<file path="config.mk">
export PLATFORM = sky130hd
export DESIGN_NAME = ilpd_geometry
export DESIGN_NICKNAME = d
export VERILOG_FILES = /design/src/hdl/ilpd_pkg.sv /design/src/hdl/ilpd_geometry.sv
export SDC_FILE = /design/constraint.sdc
export NUM_CORES = 1
export LEC_CHECK = 0
export ABC_AREA = 1
export BUFFER_PORTS_ARGS = -buffer_cell sky130_fd_sc_hd__buf_2
export CAP_MARGIN = 20
export CORE_UTILIZATION = 59
export DETAILED_ROUTE_END_ITERATION = 6
export PLACE_DENSITY = 0.85
export SYNTH_ARGS = -nofsm -noshare
export SYNTH_HDL_FRONTEND = slang
export SYNTH_SLANG_ARGS = --single-unit
</file>
<file path="constraint.sdc">
create_clock -name vclk -period 5.9
set_clock_uncertainty 0.05 [all_clocks]
set_input_delay 0.295 -clock vclk [all_inputs]
set_output_delay 0.295 -clock vclk [all_outputs]
set_load 0.005 [all_outputs]
</file>
<file path="src/hdl/ilpd_pkg.sv">
// ----------------------------------------------------------------------------
// ilpd_pkg
// Shared types and constants of the indexed palette line doubler.
// ----------------------------------------------------------------------------
package ilpd_pkg;

  localparam int OUT_WIDTH     = 640;
  localparam int OUT_HEIGHT    = 480;
  localparam int PALETTE_DEPTH = 256;

  localparam int PAL_AW = (PALETTE_DEPTH > 1) ? $clog2(PALETTE_DEPTH) : 1;
  localparam int HALF_W = OUT_WIDTH / 2;

  // geometry datapath width: holds OUT_*, twice a frame size and their sums
  localparam int GEO_W = $clog2(OUT_WIDTH + OUT_HEIGHT + 4096) + 1;

  // RGB565 masks and luminance weights
  localparam logic [7:0] R_MASK = 8'hf8;
  localparam logic [7:0] G_MASK = 8'hfc;
  localparam logic [7:0] Y_WR   = 8'd77;
  localparam logic [7:0] Y_WG   = 8'd150;
  localparam logic [7:0] Y_WB   = 8'd29;

  typedef enum logic [1:0] {
    FUNC_WRITE = 2'd0,
    FUNC_READ  = 2'd1,
    FUNC_PIXEL = 2'd2,
    FUNC_NONE  = 2'd3
  } func_e;

  typedef enum logic [1:0] {
    CFG_FRAME_WIDTH  = 2'd0,
    CFG_FRAME_HEIGHT = 2'd1,
    CFG_CRT_ENABLE   = 2'd2,
    CFG_GREY_ENABLE  = 2'd3
  } cfg_idx_e;

  typedef struct packed {
    logic [1:0]  func;
    logic [7:0]  palette_index;
    logic [23:0] color_in;
    logic [8:0]  out_line;
    logic [9:0]  src_column;
    logic [7:0]  pixel_code;
  } in_t;

  typedef struct packed {
    logic        write_enable;
    logic [8:0]  word_position;
    logic [31:0] pixel_pair;
    logic [9:0]  source_row;
    logic [23:0] read_color;
  } out_t;

  typedef struct packed {
    logic [9:0] frame_width;
    logic [9:0] frame_height;
    logic       crt_enable;
    logic       greyscale_enable;
  } cfg_t;

  typedef struct packed {
    logic       write_enable;
    logic [8:0] word_position;
    logic [9:0] source_row;
  } geom_t;

endpackage

</file>
<file path="src/hdl/ilpd_geometry.sv">
// ----------------------------------------------------------------------------
// ilpd_geometry
// Maps an output line and source column onto the centered, 2x doubled frame:
// framebuffer row, output word position and the write flag.
// ----------------------------------------------------------------------------
module ilpd_geometry (
  input  ilpd_pkg::cfg_t  cfg_i,
  input  logic [8:0]      out_line_i,
  input  logic [9:0]      src_column_i,
  output ilpd_pkg::geom_t geom_o
);
  import ilpd_pkg::*;

  logic [GEO_W-1:0] fw, fh, fw2, fh2, line, col;
  logic             y_neg;
  logic [GEO_W-1:0] y_mag, y_half, d, row;
  logic             above, below, crt_blank;
  logic [GEO_W-1:0] x_off, base, pairs, wpos;
  logic             past_clamp, empty;

  always_comb begin
    fw   = GEO_W'(cfg_i.frame_width);
    fh   = GEO_W'(cfg_i.frame_height);
    fw2  = fw << 1;
    fh2  = fh << 1;
    line = GEO_W'(out_line_i);
    col  = GEO_W'(src_column_i);

    // vertical offset, truncated toward zero: y_off = +-y_half
    y_neg  = fh2 > GEO_W'(OUT_HEIGHT);
    y_mag  = y_neg ? (fh2 - GEO_W'(OUT_HEIGHT)) : (GEO_W'(OUT_HEIGHT) - fh2);
    y_half = y_mag >> 1;
    above  = !y_neg && (line < y_half);
    d      = y_neg ? (line + y_half) : (line - y_half);
    row    = d >> 1;
    below  = row >= fh;
    crt_blank = cfg_i.crt_enable && d[0];

    // horizontal offset clamps at zero
    x_off = (GEO_W'(OUT_WIDTH) > fw2) ? ((GEO_W'(OUT_WIDTH) - fw2) >> 1) : '0;
    base  = x_off >> 1;
    pairs = ((base + fw) > GEO_W'(HALF_W)) ? (GEO_W'(HALF_W) - base) : fw;
    past_clamp = col >= pairs;
    wpos  = base + col;

    empty = (cfg_i.frame_width == 10'd0) || (cfg_i.frame_height == 10'd0);

    geom_o.write_enable  = !(empty || above || below || crt_blank || past_clamp);
    geom_o.word_position = wpos[8:0];
    geom_o.source_row    = row[9:0];
  end

endmodule

</file>
==> run summary, run 1 <==
======================================================================================
Global-route wire length before repair                                        11860 µm
Dominant cell type by area after synthesis                                        ha_1
Syn. warnings                                                                        0
Number of optimization iterations in the first detailed-route pass                   4
Max-cap violation count                                                              0
Largest net degree at the start of global routing                                   19
Path type of the worst setup path                                               in2out
I/O pin count                                                                       61
Share of post-route cells with drive strength above 1                           19.20%
Biggest cell delay along the critical path                                     0.36 ns
Synth area leaders                                                        ha_1 25%, nand2_1 12%, inv_1 11%
Setup violation total in the final timing report                                     0
Routed length per instance                                                    11.46 µm
Gate count after technology mapping                                                468
Dominant cell type by count on the critical path                                o21a_1
Crit end category                                                          output port
Placed wire-length estimate after detailed placement                           5970 µm
Worst path setup slack after routing                                         0.5096 ns
Setup slack after placement                                                  0.4745 ns
Summed instance area of the synthesized netlist                               2909 µm²
Critical path launch point type                                           primary input
Worst endpoint data arrival time                                               5.05 ns
Number of cells after detailed placement                                           593
Crit share post-route                                                           91.36%
Via-per-instance ratio                                                           5.285
Initial cell density of the core                                                61.59%
Layout sequential cell count                                                         0
Total count of hold-check failures in the final report                               0
Post-synthesis sequential area ratio                                                0%
Area grow syn2layout                                                            13.20%
Number of clock buffers in the layout                                                0
GRT overflow                                                                         0
Status                                                                       completed
Final max-slew violation count                                                       0
Detailed Route Iter0 Violations                                                    136
Core Footprint                                                                4723 µm²
Post-Synthesis Mean Instance Area                                            6.216 µm²
Top-count cell post-synth                                                      nand2_1
Number of nets produced by synthesis                                               570
Die width                                                                     72.22 µm
Finished Layout Cells                                                              593
Storage cell area                                                                0 µm²
Area of the die                                                               5216 µm²
Drt total wl                                                                   6795 µm
Vias in the first global route                                                    3019
Number of buffers inserted for hold repair after clock tree synthesis                0
Number of nets with antenna violations after detailed routing                        0
Post-CTS Resized                                                                     0
Classification of the worst-slack hold path                                     in2out
Leakage power total                                                           1.929 nW
Slowest library cell on the worst path                                            ha_1
Antenna Cells                                                                        0
Peak clock frequency supported by timing                                    0.1855 GHz
Cell Pwr Density                                                          124.9 nW/µm²
Unrepaired setup endpoints after global routing                                     no
DRC                                                                                  0
Count of nets after finishing                                                      630
Period minus WS final                                                         5.390 ns
Fin Setup TNS                                                                     0 ns
Vias post-DR                                                                      3134
Share of the synthesized area in the top cell type                              24.52%
Floorplan die height                                                          72.22 µm
Quantity of I/O buffers inserted on ports                                           60
GP Congestion                                                                   0.9355
Tot GR Track Use                                                                27.10%
Row count                                                                           25
Area after detailed placement                                                 3286 µm²
Maximum net fanout on the critical path                                             17
Max VDD drop                                                              0.00006254 V
Final instance area                                                           3293 µm²
Relative slew slack                                                             53.02%
Antenna violations before repair                                                     0
Post-CTS setup buffer count                                                          0
Required arrival time at the worst endpoint                                    5.56 ns
Number of distinct standard cells referenced by the synthesized netlist             39
Top cells by count, synth                                                 92 x nand2_1, 87 x inv_1, 57 x ha_1, 31 x a21oi_1
Actual slew at the worst max-slew pin                                        0.6993 ns
======================================================================================
-- worst max-delay path, delay by kind of cell --
kind            cells  cell delay, ns
xor+xnor            1            0.15
fa+ha+maj           3            0.82
buf+inv             4            0.44
compound gates     12            2.03
simple gates        9            1.30
-- area by class of cell --
class	count	area [µm²]
fill	431	1430
tap	67	83.83
inverter	90	337.8
multi-input combinational	373	2549
timing repair buffer	63	322.8
-- cell usage in the layout, fill, tap and decap left out, types with 3 or more instances in the layout --
master / n
a21boi_0: 3
a21o_1: 3
a21oi_1: 31
buf_2: 60
buf_4: 3
fa_1: 4
ha_1: 57
inv_1: 87
inv_2: 3
nand2_1: 92
nand2_2: 8
nand3_1: 26
nand3_2: 4
nand3b_1: 3
nand4_1: 7
nor2_1: 22
nor2_2: 3
nor3_1: 5
o211ai_1: 3
o21a_1: 6
o21ai_0: 24
o21ai_2: 8
o31ai_1: 6
or2_2: 5
xnor2_1: 8
xor2_1: 26
-- logic make-up (layout without fill, tap and decap cells) --
kind of cell               after synthesis  after routing  synth area share [%]
adders and majority gates               61             61                 27.27
xor gates and xnor gates                34             34                 10.24
AOI/OAI and AO/OA                       92             92                 19.23
and+or+nand+nor                        185            185                 30.49
other                                    1              1                0.1289
buffers and inverters                   95            153                 12.65
-- through the flow --
stage	util, %	power, mW	hold slack [ns]
finish	69.72	0.4114	0.8192
global route	69.72	0.4726	0.8567
CTS	69.56	0.4116	0.8194
detailed placement	69.56	0.4090	0.8189
global placement	69.56	0.3925	0.8259
floorplan	-	0.2960	0.6000
-- report_power, final --
part	total [mW]	switching (mW)	internal (mW)	leakage [nW]
Combinational	0.411	0.238	0.173	1.93
Clock	0	0	0	0
Sequential	0	0	0	0
-- worst paths after layout --
| check | slack (ns) | end | cells after the start | start |
|---|---|---|---|---|
| max | 0.51 | geom_o[19] | 29 | cfg_i[12] |
| min | 0.82 | geom_o[18] | 3 | src_column_i[8] |
-- layer usage --
metal  vias to the layer above  routed length (µm)  global-route usage (%)
met5                         -                   0                       0
met4                         0                 134                   7.407
met3                        16                 255                  0.8333
met2                       101                3670                   56.07
met1                      1368                2735                   29.39
li1                       1649                   -                       -
Note: power is estimated with default switching activity, not from simulation.
==> run 2, diff against run 1 <==
--- a/config.mk
+++ b/config.mk
@@ -8,2 +8,3 @@
 export ABC_AREA = 1
+export ABC_CLOCK_PERIOD_IN_PS = 5900
 export BUFFER_PORTS_ARGS = -buffer_cell sky130_fd_sc_hd__buf_2
==> constraint.sdc (replaced) <==
create_clock -name vclk -period 5.9
set_clock_uncertainty 0.05 [all_clocks]
set_input_delay 1.18 -clock vclk [all_inputs]
set_output_delay 1.18 -clock vclk [all_outputs]
set_load 0.005 [all_outputs]
==> run 2 against run 1 <==
The flow now stops in 5_1_grt. Area after synthesis unchanged. Synthesized cell count unchanged.
==> run summary, run 2 <==
======================================================================================
Top-count cell post-synth                                                      nand2_1   unchanged
Area share of and/or/nand/nor cells after synthesis                             30.49%   unchanged
Xor and xnor area share after synthesis                                         10.24%   unchanged
Placed wire-length estimate after detailed placement                           7993 µm   was 5970 µm
Synth area leaders                                                        ha_1 25%, nand2_1 12%, inv_1 11%   unchanged
Global-route wire length before repair                                        27850 µm
Run-stopping error                                                        [ERROR GRT-0116] Global routing finished with congestion. Check the congestion regions in the DRC Viewer.
Gate count after technology mapping                                                468   unchanged
Top cells by count, synth                                                 92 x nand2_1, 87 x inv_1, 57 x ha_1, 31 x a21oi_1   unchanged
Syn. warnings                                                                        0   unchanged
Number of cells after detailed placement                                           696   was 593
Post-Synthesis Mean Instance Area                                            6.216 µm²   unchanged
Post-synthesis sequential area ratio                                                0%   unchanged
Share of cell area taken by muxes after synthesis                                   0%   unchanged
Dominant cell type by area after synthesis                                        ha_1   unchanged
I/O pin count                                                                       61   unchanged
Exit stage                                                                     5_1_grt
Summed instance area of the synthesized netlist                               2909 µm²   unchanged
Number of distinct standard cells referenced by the synthesized netlist             39   unchanged
Row count                                                                           25   unchanged
Area share of fa/ha/maj cells after synthesis                                   27.27%   unchanged
Floorplan die height                                                          72.22 µm   unchanged
Largest net degree at the start of global routing                                   12
Die width                                                                     72.22 µm   unchanged
Share of the synthesized area in the top cell type                              24.52%   unchanged
Vias in the first global route                                                    5422
GP Congestion                                                                   0.9194   was 0.9355
Number of buffers inserted for hold repair after clock tree synthesis                0   unchanged
Compound-Gate Fraction of Synth Area                                            19.23%   unchanged
Quantity of I/O buffers inserted on ports                                           60   unchanged
Initial cell density of the core                                                61.59%   unchanged
Number of nets produced by synthesis                                               570   unchanged
GRT overflow                                                                        52
Tot GR Track Use                                                                70.43%
Status                                                                    did not finish   was completed
Main combinational cell family by area after synthesis                    simple AND/OR/NAND/NOR gates   unchanged
Setup slack after placement                                                 -0.7612 ns   was 0.4745 ns
======================================================================================
## run 2: timing repair
item	4_1_cts
pin swaps	39
resized for setup	34
buffers inserted	26
hold endpoints to repair	0
endpoints found under the setup margin	1
## run 2: cells by family after synthesis
| family | after synthesis |
|---|---|
| XOR/XNOR | 34 |
| adder cells (fa/ha/maj) | 61 |
| AND/OR/NAND/NOR | 185 |
| AO/OA/AOI/OAI | 92 |
| buffers and inverters | 95 |
| other | 1 |
## run 2: metrics by stage
step           util [%]  hold slack (ns)  setup TNS [ns]  instance area (µm²)
4_1_cts           95.71            2.595         -0.5511                 4521
3_5_place_dp      88.61            2.596         -0.7612                 4185
3_3_place_gp      88.61            2.583         -0.5597                 4185
2_1_floorplan         -            2.370         -0.2280                 3052
## run 2: layer usage
metal	track usage, %	GRT overflow
met5	10.10	0
met4	79.08	15
met3	50.42	2
met2	96.68	35
met1	62.97	0
==> run 3, diff against run 2 <==
Settings changed: CORE_UTILIZATION 59 to 40, PLACE_DENSITY 0.85 to unset, PLACE_DENSITY_LB_ADDON set to 0.15.
==> run 3 against run 2 <==
The flow now finishes, with violations (negative setup slack).
==> run summary, run 3 (synthesis gave the netlist of run 1 again) <==
====================================================================================
Area of the die                                                             7618 µm²
Dominant cell type by count on the critical path                             nand2_2
Routed length per instance                                                  11.23 µm
Max-cap violation count                                                            0
Floorplan die height                                                        87.28 µm   was 72.22 µm
Layout sequential cell count                                                       0
Number of nets with antenna violations after detailed routing                      0
Proportion of power drawn by combinational gates                              100.0%
Proportion of power drawn by flip-flops and latches                               0%
Die width                                                                   87.28 µm   was 72.22 µm
Setup violation total in the final timing report                                   1
Largest delay share family, worst path                                  simple AND/OR/NAND/NOR gates
Crit end category                                                        output port
GP Congestion                                                                 0.8269   was 0.9194
Tot GR Track Use                                                              22.29%
Number of clock buffers in the layout                                              0
Required arrival time at the worst endpoint                                  4.67 ns
Detailed Route Iter0 Violations                                                   63
Internal power component                                                   0.2728 mW
Largest net degree at the start of global routing                                 12
Count of nets after finishing                                                    753
Maximum net fanout on the critical path                                            5
Global-route wire length before repair                                      14120 µm
Final max-slew violation count                                                     0
Total count of hold-check failures in the final report                             0
Slowest library cell on the worst path                                          ha_1
DRC                                                                                0
Max VDD drop                                                            0.00004210 V
Storage cell area                                                              0 µm²
Classification of the worst-slack hold path                                   in2out
Actual slew at the worst max-slew pin                                      0.5688 ns
Switching power                                                            0.2798 mW
Most frequent cells in the layout                                       128 x buf_4, 86 x nand2_1, 81 x inv_1
Number of buffers inserted for hold repair after clock tree synthesis              0   unchanged
Setup slack after placement                                               -0.7033 ns   was -0.7612 ns
I/O pin count                                                                     61   unchanged
Crit path buf inv count                                                            5
Core utilization of the finished layout                                       65.24%
Finished Layout Cells                                                            745
Violations in the final reports                                         negative setup slack
Biggest cell delay along the critical path                                   0.26 ns
Tot Pwr                                                                    0.5526 mW
Vias in the first global route                                                  3496
Period minus WS final                                                       6.427 ns
Quantity of I/O buffers inserted on ports                                         60   unchanged
Row count                                                                         30   was 25
Core Footprint                                                              6907 µm²
Area after detailed placement                                               4282 µm²   was 4185 µm²
Antenna Cells                                                                      0
Area grow syn2layout                                                          54.88%
Relative slew slack                                                           61.76%
Final instance area                                                         4506 µm²
Cell Pwr Density                                                        122.7 nW/µm²
Peak clock frequency supported by timing                                  0.1556 GHz
Switch share                                                                  50.64%
Via-per-instance ratio                                                         4.777
Worst endpoint data arrival time                                             5.20 ns
Antenna violations before repair                                                   0
Vias post-DR                                                                    3559
Crit share post-route                                                         108.9%
Placed wire-length estimate after detailed placement                         7331 µm   was 7993 µm
Unrepaired setup endpoints after global routing                                  yes
Drt total wl                                                                 8363 µm
Share of post-route cells with drive strength above 1                         40.83%
Critical path launch point type                                         primary input
Leakage power total                                                         2.553 nW
Number of cells after detailed placement                                         733   was 696
Clock group share of total power                                                  0%
Worst path setup slack after routing                                      -0.5267 ns
GRT overflow                                                                       0
Status                                                                  complete, but fails checks   was did not finish
Most common cell after layout, fill and taps aside                             buf_4
Number of optimization iterations in the first detailed-route pass                 4
Initial cell density of the core                                              42.12%   was 61.59%
Path type of the worst setup path                                             in2out
====================================================================================
-- run 3: metal layers --
layer	vias up	part of all wire [%]	track usage, %
met2	43	55	48.01
li1	1900	-	-
met4	0	1.1	2.683
met1	1608	41	23.73
met3	8	2.2	1.043
met5	-	0	0
-- run 3: power groups by stage --
stage / registers (mW) / logic (mW) / clock network [mW]
finish: 0 / 0.553 / 0
floorplan: 0 / 0.309 / 0
global route: 0 / 0.623 / 0
global placement: 0 / 0.516 / 0
detailed placement: 0 / 0.528 / 0
CTS: 0 / 0.545 / 0
-- run 3: what timing repair did --
| action | in CTS | in global routing |
|---|---|---|
| setup buffers | 10 | 2 |
| resized for setup | 25 | 11 |
| setup endpoints to repair | 2 | 3 |
| pin swaps | 25 | 11 |
-- run 3: final cells by class --
class / instances / area, µm²
multi-input cells: 373 / 2783
fillers: 685 / 2401
repair buffers: 186 / 1257
well taps: 96 / 120.1
inverters: 90 / 345.3
-- run 3: per-stage QoR --
step | TNS [ns] | hold WS [ns]
2_1_floorplan | -0.2280 | 2.370
3_5_place_dp | -0.7333 | 2.592
5_1_grt | -0.8397 | 2.609
6_report | -0.5267 | 2.593
3_3_place_gp | -0.6061 | 2.587
4_1_cts | -0.5824 | 2.593
-- run 3: final timing paths --
path / start / end / slack [ns] / cells past startpoint
worst min-delay path: src_column_i[8] / geom_o[18] / 2.59 / 3
worst max-delay path: cfg_i[14] / geom_o[19] / -0.53 / 34
